## config.mk

```make
export PLATFORM = sky130hd
export DESIGN_NAME = acrb_core
export DESIGN_NICKNAME = d
export VERILOG_FILES = /design/src/hdl/acrb_pkg.sv /design/src/hdl/acrb_core.sv
export SDC_FILE = /design/constraint.sdc
export NUM_CORES = 1
export LEC_CHECK = 0
export BUFFER_PORTS_ARGS = -buffer_cell sky130_fd_sc_hd__buf_4
export CORE_MARGIN = 4
export CORE_UTILIZATION = 58
export CTS_CLUSTER_SIZE = 8
export DETAILED_ROUTE_END_ITERATION = 16
export PLACE_DENSITY = 0.8
export REMOVE_ABC_BUFFERS = 1
export SETUP_SLACK_MARGIN = 0.02
export SLEW_MARGIN = 15
export SYNTH_ARGS = -nofsm -noshare
export SYNTH_HDL_FRONTEND = slang
export SYNTH_SLANG_ARGS = --single-unit
```

## constraint.sdc

```tcl
create_clock -name clk -period 7.1 [get_ports clk]
set_input_delay 0 -clock clk [delete_from_list [all_inputs] [get_ports clk]]
set_output_delay 0 -clock clk [all_outputs]
set_load 0.02 [all_outputs]
```

## src/hdl/acrb_pkg.sv

```systemverilog
`timescale 1ns / 1ps

package acrb_pkg;

    localparam int RING_FRAMES  = 4096;
    localparam int MAX_CHANNELS = 2;
    localparam int SAMPLE_BITS  = 24;

    localparam int RING_AW = $clog2(RING_FRAMES);
    localparam int FILL_W  = $clog2(RING_FRAMES + 1);
    localparam int FRAME_W = 2 * SAMPLE_BITS;

    // op codes
    localparam logic [2:0] OP_CAPTURE = 3'd0;
    localparam logic [2:0] OP_DRAIN   = 3'd1;
    localparam logic [2:0] OP_STATUS  = 3'd2;
    localparam logic [2:0] OP_START   = 3'd3;
    localparam logic [2:0] OP_STOP    = 3'd4;

    // status codes
    localparam logic [1:0] ST_DONE    = 2'd0;
    localparam logic [1:0] ST_NOTHING = 2'd1;
    localparam logic [1:0] ST_REFUSED = 2'd2;
    localparam logic [1:0] ST_DROPPED = 2'd3;

    typedef struct packed {
        logic [2:0]                    op;
        logic signed [SAMPLE_BITS-1:0] sample_first;
        logic signed [SAMPLE_BITS-1:0] sample_second;
        logic [3:0]                    in_channels;
        logic                          block_end;
    } in_item_t;

    typedef struct packed {
        logic [1:0]                    status_code;
        logic                          out_valid;
        logic signed [SAMPLE_BITS-1:0] out_first;
        logic signed [SAMPLE_BITS-1:0] out_second;
        logic [1:0]                    take_channels;
        logic                          is_recording;
        logic [SAMPLE_BITS-1:0]        peak_level;
        logic [31:0]                   take_frame_count;
        logic [31:0]                   dropped_count;
        logic [FILL_W-1:0]             ring_fill;
        logic                          take_empty;
    } out_item_t;

    // Result of one item before the ring read data joins it
    typedef struct packed {
        logic [1:0]             status_code;
        logic                   out_valid;
        logic                   second_en;
        logic [1:0]             take_channels;
        logic                   is_recording;
        logic [SAMPLE_BITS-1:0] peak_level;
        logic [31:0]            take_frame_count;
        logic [31:0]            dropped_count;
        logic [FILL_W-1:0]      ring_fill;
        logic                   take_empty;
    } core_res_t;

    typedef struct packed {
        logic               we;
        logic [RING_AW-1:0] waddr;
        logic [FRAME_W-1:0] wdata;
        logic               re;
        logic [RING_AW-1:0] raddr;
    } ring_ctl_t;

endpackage

```

## src/hdl/acrb_core.sv

```systemverilog
`timescale 1ns / 1ps

module acrb_core
    import acrb_pkg::*;
(
    input  logic      clk,
    input  logic      rst_n,
    input  logic      fire,
    input  in_item_t  item,
    input  logic      cfg_we,
    input  logic [31:0] cfg_wdata,
    output core_res_t res,
    output ring_ctl_t ring_ctl
);

    logic [RING_AW-1:0]     wr_idx_reg, wr_idx_next;
    logic [FILL_W-1:0]      fill_reg, fill_next;
    logic                   rec_reg, rec_next;
    logic [1:0]             chan_reg, chan_next;
    logic [SAMPLE_BITS-1:0] peak_reg, peak_next;
    logic [31:0]            deliv_reg, deliv_next;
    logic [31:0]            lost_reg, lost_next;
    logic [31:0]            skip_left_reg, skip_left_next;
    logic [31:0]            skip_cfg_reg;

    logic [1:0]             ch;
    logic [SAMPLE_BITS-1:0] mag1, mag2, frame_peak;
    logic [FILL_W-1:0]      wr_ext;
    logic [FILL_W-1:0]      rd_ext;
    logic                   valid_o;
    logic                   tempty_o;
    logic [1:0]             status_o;

    // magnitude fits the unsigned sample width, the most negative value included
    assign mag1 = item.sample_first[SAMPLE_BITS-1]
                ? (~item.sample_first + 1'b1) : item.sample_first;
    assign mag2 = item.sample_second[SAMPLE_BITS-1]
                ? (~item.sample_second + 1'b1) : item.sample_second;
    assign ch   = (item.in_channels > 4'(MAX_CHANNELS)) ? 2'(MAX_CHANNELS)
                                                        : item.in_channels[1:0];
    assign frame_peak = (ch >= 2'd2 && mag2 > mag1) ? mag2 : mag1;

    // oldest frame sits fill entries behind the write pointer
    assign wr_ext = FILL_W'(wr_idx_reg);
    assign rd_ext = (wr_ext >= fill_reg) ? (wr_ext - fill_reg)
                                         : (wr_ext + FILL_W'(RING_FRAMES) - fill_reg);

    always_comb
    begin
        wr_idx_next    = wr_idx_reg;
        fill_next      = fill_reg;
        rec_next       = rec_reg;
        chan_next      = chan_reg;
        peak_next      = peak_reg;
        deliv_next     = deliv_reg;
        lost_next      = lost_reg;
        skip_left_next = skip_left_reg;
        status_o       = ST_NOTHING;
        valid_o        = 1'b0;
        tempty_o       = 1'b0;
        ring_ctl.we    = 1'b0;
        ring_ctl.waddr = wr_idx_reg;
        ring_ctl.wdata = {item.sample_first,
                          (ch >= 2'd2) ? item.sample_second : SAMPLE_BITS'(0)};
        ring_ctl.re    = fire;
        ring_ctl.raddr = rd_ext[RING_AW-1:0];

        case (item.op)
            OP_CAPTURE:
            begin
                if (item.in_channels != 4'd0)
                begin
                    if (frame_peak > peak_reg)
                    begin
                        peak_next = frame_peak;
                    end
                    if (rec_reg)
                    begin
                        if (chan_reg == 2'd0)
                        begin
                            chan_next = ch;
                        end
                        if (fill_reg >= FILL_W'(RING_FRAMES))
                        begin
                            if (lost_reg != 32'hFFFF_FFFF)
                            begin
                                lost_next = lost_reg + 32'd1;
                            end
                            status_o = ST_DROPPED;
                        end
                        else
                        begin
                            ring_ctl.we = fire;
                            wr_idx_next = (wr_idx_reg == RING_AW'(RING_FRAMES - 1))
                                        ? '0 : wr_idx_reg + 1'b1;
                            fill_next   = fill_reg + 1'b1;
                            status_o    = ST_DONE;
                        end
                    end
                end
            end
            OP_DRAIN:
            begin
                if (fill_reg != '0 && chan_reg != 2'd0)
                begin
                    fill_next = fill_reg - 1'b1;
                    status_o  = ST_DONE;
                    if (skip_left_reg != 32'd0)
                    begin
                        skip_left_next = skip_left_reg - 32'd1;
                    end
                    else
                    begin
                        valid_o = 1'b1;
                        if (deliv_reg != 32'hFFFF_FFFF)
                        begin
                            deliv_next = deliv_reg + 32'd1;
                        end
                    end
                end
            end
            OP_STATUS:
            begin
                status_o  = ST_DONE;
                peak_next = '0;
            end
            OP_START:
            begin
                if (rec_reg)
                begin
                    status_o = ST_REFUSED;
                end
                else
                begin
                    deliv_next     = '0;
                    lost_next      = '0;
                    skip_left_next = skip_cfg_reg;
                    chan_next      = 2'd0;
                    fill_next      = '0;
                    rec_next       = 1'b1;
                    status_o       = ST_DONE;
                end
            end
            OP_STOP:
            begin
                if (!rec_reg)
                begin
                    status_o = ST_REFUSED;
                end
                else
                begin
                    rec_next = 1'b0;
                    tempty_o = (chan_reg == 2'd0) || (deliv_reg == 32'd0);
                    status_o = ST_DONE;
                end
            end
            default:
            begin
                status_o = ST_NOTHING;
            end
        endcase
    end

    always_comb
    begin
        res.status_code      = status_o;
        res.out_valid        = valid_o;
        res.second_en        = (chan_reg >= 2'd2);
        res.take_channels    = chan_next;
        res.is_recording     = rec_next;
        res.peak_level       = (item.op == OP_STATUS) ? peak_reg : peak_next;
        res.take_frame_count = deliv_next;
        res.dropped_count    = lost_next;
        res.ring_fill        = fill_next;
        res.take_empty       = tempty_o;
    end

    always_ff @(posedge clk or negedge rst_n)
    begin
        if (!rst_n)
        begin
            wr_idx_reg    <= '0;
            fill_reg      <= '0;
            rec_reg       <= 1'b0;
            chan_reg      <= 2'd0;
            peak_reg      <= '0;
            deliv_reg     <= '0;
            lost_reg      <= '0;
            skip_left_reg <= '0;
        end
        else if (fire)
        begin
            wr_idx_reg    <= wr_idx_next;
            fill_reg      <= fill_next;
            rec_reg       <= rec_next;
            chan_reg      <= chan_next;
            peak_reg      <= peak_next;
            deliv_reg     <= deliv_next;
            lost_reg      <= lost_next;
            skip_left_reg <= skip_left_next;
        end
    end

    always_ff @(posedge clk or negedge rst_n)
    begin
        if (!rst_n)
        begin
            skip_cfg_reg <= '0;
        end
        else if (cfg_we)
        begin
            skip_cfg_reg <= cfg_wdata;
        end
    end

endmodule
```

==> flow_summary.toml, run 1 <==
[outcome]
run_status = "completed"

[place]
hpwl_um = 31460
place_area_um2 = 17230
portBuffers = 273
globalplace.congestion = 0.9613

[synth]
ys_types = 83
synth_edf_count = 0
synthesis.area_um2 = 15240
async_flop_share = 1.000
yosys_warnings = 0
syn_inst = 1884
synth.avg_cell_area_um2 = 8.092
synthFlopType = "dfrtp_1"
ys_ff_latch = 180
ys_seq_area_frac = 0.2955

[floorplanning]
start_util = 0.5867
core_area_um2 = 25980
die_w_um = 170.1
dieArea_um2 = 28940
rows = 59
dieHeight_um = 170.1
ios = 275

[finish]
diodes = 0
final_cell_mix = "buf_4 (293), nand2_1 (200), dfrtp_1 (180)"
area_growth_pct = 19.75
fillers = 2118
design_area_um2 = 18260
final_util = 0.7025
layout_commonest_cell = "buf_4"
drive_gt1_frac = 0.2087
final_nets = 2228

[power]
p_switching_mw = 2.201
total_power_mw = 4.940
seq_power_share = 0.316
pwr-share-comb = 0.479
p_clk_frac = 0.206
peakVddDrop_v = 0.0003812
p_int_mw = 2.739
p_leak_nw = 7.921
swShare = 0.4456
powerDensity_nw_per_um2 = 270.6

[cts]
root_buffer = "clkbuf_16"
clk_path_buf_depth = 2
numClockSinks = 180
clk_latency_ns = 0.45
cts_tree = "built"
clk_pin_slew_worst_paths_ns = 0.07
htreeDepth = 4
cts_inserted_buffers = 17

[detailed_routing]
ant_nets = 0
vias_per_cell = 6.397
vias = 15448
drt_iter0_markers = 1547
drcViolationCount = 0
wire_per_inst_um = 18.35
drt_wl_total_um = 44320
first_pass_iters = 8

[critical_path]
critPathKind = "input port to output port"
reg2reg_depth = 10
crit-reg2reg-capture = "deliv_reg[15]$_DFFE_PN0P_"
crit_path_end_kind = "output port"
required_ns = 7.10
arrival_ns = 6.39
rr_startpoint = "skip_left_reg[0]$_DFFE_PN0P_"
path_max_fanout = 30
reg2reg_slack_ns = 3.48
startpoint_type = "input port"

[grt]
top_usage_layer = "met2"
grt_pass1_wl_um = 71950
antenna_found_initial = 0
use_met2 = 0.4837
grt_remaining_overflow = 0
use_met1 = 0.3978
grt_start_max_net_pins = 75
use_met3 = 0.05087
grt_pass1_vias = 14409
grt.total_usage = 0.2969

[timing]
relSlewSlack = 0.2684
tightest_slew_ns = 1.095
hold_viol_final = 0
min_period_ns = 6.387
final.period_utilization = 0.8996
setup_violations = 0
drv_slew = 0
clock.fmax_mhz = 156.6
worst_clock_skew_ns = 0.02277
rsz0062_at_grt = "no"

[job]
drv_cap = 0

[min_path]
hold-path-cell-count = 3
hp-start = "item[55]"
holdPathEnd = "fill_reg[11]$_DFFE_PN0P_"
hold_class = "input port to register"
synth_stat cells (7+ instances only):
cell type	n	area (um^2)
nand2_1	200	750.7
dfrtp_1	180	4504
o21ai_0	156	780.8
clkbuf_1	120	450.4
nor2_1	100	375.4
inv_1	90	337.8
a21oi_1	89	445.4
nand3_1	84	420.4
ha_1	68	850.8
mux2_2	68	765.7
mux2i_1	48	480.5
nor2b_1	44	275.3
nand4_1	41	256.5
nor3_1	41	205.2
xor2_1	41	359.1
a31oi_1	38	237.7
nor4_1	37	231.5
o31ai_1	32	240.2
buf_4	28	210.2
or4_1	28	210.2
a21o_1	24	180.2
a32o_1	24	240.2
or3_1	24	150.1
xnor2_1	22	192.7
and3_1	20	125.1
a22o_1	13	113.9
buf_1	13	48.80
and4_1	12	105.1
o41ai_1	12	105.1
o211ai_1	11	82.58
a41oi_1	9	78.83
and2_1	9	56.30
nand2b_1	9	56.30
o21a_1	9	67.56
o2bb2ai_1	9	78.83
o22ai_1	7	43.79
critical path, cell delays in order:
cell and delay, ns:
buf_4 0.12, inv_1 0.11, ha_1 0.17, or3b_2 0.50, nor4_1 0.37, nand2_1 0.20
o41ai_1 0.40, xor2_1 0.25, inv_1 0.07, ha_1 0.29, nand4_1 0.14, nor4_1 0.48
o31ai_1 0.20, a31oi_4 0.29, buf_12 0.24, mux2i_1 0.38, ha_1 0.32, nand4_1 0.14
buf_4 0.15, a21oi_1 0.04, a2111oi_0 0.44, o311a_1 0.36, nor2_4 0.08, buf_16 0.17
mux2_2 0.31, buf_4 0.16
stage by stage:
stage                     hold WS (ns)  TNS [ns]  instances  setup slack, ns
final                          0.04496         0       2415           0.7128
after global routing           0.06377         0       2415           0.2704
after CTS                     0.008825         0       2413           0.1929
after detailed placement       0.06520         0       2347           0.2061
after global placement         0.06453         0       2347           0.4931
after floorplan                -0.2956    -46.31       1717           -1.021
worst max path at each step:
stage / slack, ns / to / cells after the start / startpoint
final: 0.71 / res[87] / 26 / item[5]
after global routing: 0.27 / res[86] / 26 / item[5]
after CTS: 0.19 / res[87] / 24 / item[5]
after detailed placement: 0.21 / res[87] / 24 / item[5]
after global placement: 0.49 / res[87] / 24 / item[5]
after floorplan: -1.02 / res[100] / 20 / item[29]
power groups by stage:
stage	Combinational, mW	Clock [mW]	Sequential (mW)
floorplan	1.47	0	1.49
global placement	2.26	0	1.55
detailed placement	2.32	0	1.57
CTS	2.34	1.03	1.55
global route	2.57	1.08	1.60
finish	2.37	1.02	1.56
area by class of cell:
type,count,area [um^2],share of cell area
clock buffer,17,425.4,0.02330
clock inverter,15,215.2,0.01179
inverter,91,341.6,0.01871
multi-input combinational,1446,9731,0.5330
sequential,180,4504,0.2467
tap,335,419.2,0.02296
timing repair buffer,331,2619,0.1435
cell families after synthesis:
logic type	count (synthesis)	share of synthesized area
mux	116	0.08175
simple gates	689	0.2368
flops	180	0.2955
buf+inv	258	0.07132
fa+ha+maj	69	0.05712
xor+xnor	63	0.03619
compound gates	509	0.2214
what timing repair did:
| action | in CTS | in global routing |
|---|---|---|
| hold buffers | 34 | 0 |
| setup buffers | 0 | 1 |
| resized for setup | 0 | 0 |
| setup endpoints to repair | 0 | 14 |
| endpoints found under the hold margin | 98 | 0 |
routing by layer:
metal	share of wire	routed length [um]
met1	0.42	18620
met2	0.48	21110
met3	0.071	3156
met4	0.032	1438
met5	0	0
(Power assumes the default switching activity.)
==> inputs of run 2 (changes only) <==
CORE_ASPECT_RATIO = 0.8   (was default)
==> flow_summary.toml, run 2 (same netlist as run 1, synthesis figures left out) <==
[outcome]
run_status = "completed"

[detailed_routing]
vias_per_cell = 6.324
vias = 15368
top_layer = "met4"
wire_per_inst_um = 18.78
drt-met1-wl_um = 20050
drcViolationCount = 0
drt_wl_total_um = 45630
drt_iter0_markers = 1685
dr_wl_met3_um = 3492
dr_wl_met2_um = 20900
first_pass_iters = 6
ant_nets = 0

[power]
powerDensity_nw_per_um2 = 271.9
total_power_mw = 4.957
p_leak_nw = 7.905
peakVddDrop_v = 0.0002664

[floorplanning]
rows = 52
dieArea_um2 = 28960
ios = 275
start_util = 0.5962
die_w_um = 189.3
core_area_um2 = 25570
dieHeight_um = 153.0

[cts]
clk_latency_ns = 0.44
clk_pin_slew_worst_paths_ns = 0.07
cts_inserted_buffers = 17
post_cts_buffers = 0
cts_tree = "built"
root_buffer = "clkbuf_16"
numClockSinks = 180
htreeDepth = 4
clk_path_buf_depth = 2

[place]
globalplace.congestion = 0.9197
portBuffers = 273
post-place-ws_ns = 0.07209
hpwl_um = 31880

[critical_path]
critPathKind = "input port to output port"
startpoint_type = "input port"
required_ns = 7.10
crit_path_end_kind = "output port"
path_max_fanout = 28
reg2reg_slack_ns = 3.43
arrival_ns = 6.78

[timing]
clock.fmax_mhz = 147.4
min_period_ns = 6.784
tightest_slew_ns = 1.121
relSlewSlack = 0.2509
setup_ws_ns = 0.3155
final.period_utilization = 0.9556
drv_slew = 0
rsz0062_at_grt = "no"
fin_setup_tns_ns = 0
hold_viol_final = 0
setup_violations = 0
worst_clock_skew_ns = 0.01007

[grt]
grt_start_max_net_pins = 75
grt_pass1_vias = 14612
antenna_found_initial = 1
grt_remaining_overflow = 0
grt.total_usage = 0.3037
grt_pass1_wl_um = 73980

[finish]
area_growth_pct = 19.59
layout_commonest_cell = "buf_4"
final_nets = 2228
drive_gt1_frac = 0.2079
final_cell_mix = "buf_4 (293), nand2_1 (200), dfrtp_1 (180)"

[job]
drv_cap = 0

[min_path]
hold_class = "input port to register"
## run 2: changes by cell type in the layout (fill, tap and decap cells not counted), moves of 2 or more
cell       previous run  this run
buf_12                2         0
clkinv_4              0         2
clkinv_2              0         3
nor2_2                0         2
bufinv_16             0         4
inv_8                 2         0
clkinv_8              8         0
## run 2: critical path, cell delays in order
cell	delay, ns
buf_4	0.12
inv_1	0.14
ha_1	0.19
or3b_2	0.51
nor4_1	0.43
nand2_1	0.19
buf_4	0.19
o21ai_0	0.21
xor2_1	0.22
inv_1	0.08
ha_1	0.30
nand4_1	0.15
nor4_1	0.44
o31ai_1	0.21
a31oi_4	0.52
buf_4	0.34
mux2i_1	0.35
ha_1	0.30
nor2b_1	0.13
o211ai_1	0.16
a21oi_1	0.10
o31ai_1	0.29
o311a_1	0.37
nor2_4	0.15
buf_16	0.19
mux2_2	0.31
buf_4	0.16
## run 2: layout make-up
| type | count | area [um^2] |
|---|---|---|
| Multi-Input combinational cell | 1447 | 9738 |
| Fill cell | 2016 | 7338 |
| Sequential cell | 180 | 4504 |
| Timing Repair Buffer | 330 | 2589 |
| Clock buffer | 18 | 439.2 |
| Tap cell | 351 | 439.2 |
| Inverter | 91 | 341.6 |
| Clock inverter | 12 | 177.7 |
| Antenna cell | 1 | 2.502 |
## run 2: timing repair
action | CTS | global route
resized for setup | 0 | 1
endpoints found under the setup margin | 0 | 15
hold endpoints to repair | 93 | 0
hold buffers | 35 | 0
## run 2: per-layer routing
| layer | vias to the layer above | global-route usage |
|---|---|---|
| met5 | - | 0 |
| met4 | 0 | 0.09711 |
| met3 | 81 | 0.05426 |
| met2 | 650 | 0.4780 |
| met1 | 7328 | 0.4285 |
| li1 | 7309 | - |
## run 2: stage by stage
stage	instances	area (um^2)	hold WS [ns]	utilization
after floorplan	1717	14500	-0.2956	-
after CTS	2427	18190	0.0008169	0.7113
after global placement	2362	17220	0.03220	0.6735
after global routing	2429	18230	0.04128	0.7129
after detailed placement	2362	17220	0.03098	0.6735
final	2430	18230	0.02555	0.7130
## run 2: final timing paths
check | startpoint | endpoint | depth (start not counted)
worst max-delay path | item[5] | res[100] | 27
worst min-delay path | item[55] | fill_reg[11]$_DFFE_PN0P_ | 3
worst max register to register | skip_left_reg[0]$_DFFE_PN0P_ | deliv_reg[15]$_DFFE_PN0P_ | 10
worst min register to register | skip_left_reg[17]$_DFFE_PN0P_ | skip_left_reg[17]$_DFFE_PN0P_ | 1
max in group asynchronous | rst_n | skip_cfg_reg[11]$_DFFE_PN0P_ | 3
min in group asynchronous | rst_n | lost_reg[12]$_DFFE_PN0P_ | 2
## run 2: report_power, final
part,switching (mW),total (mW),internal [mW]
clock network,0.427,1.02,0.596
registers,0.327,1.56,1.24
logic,1.37,2.37,1.00
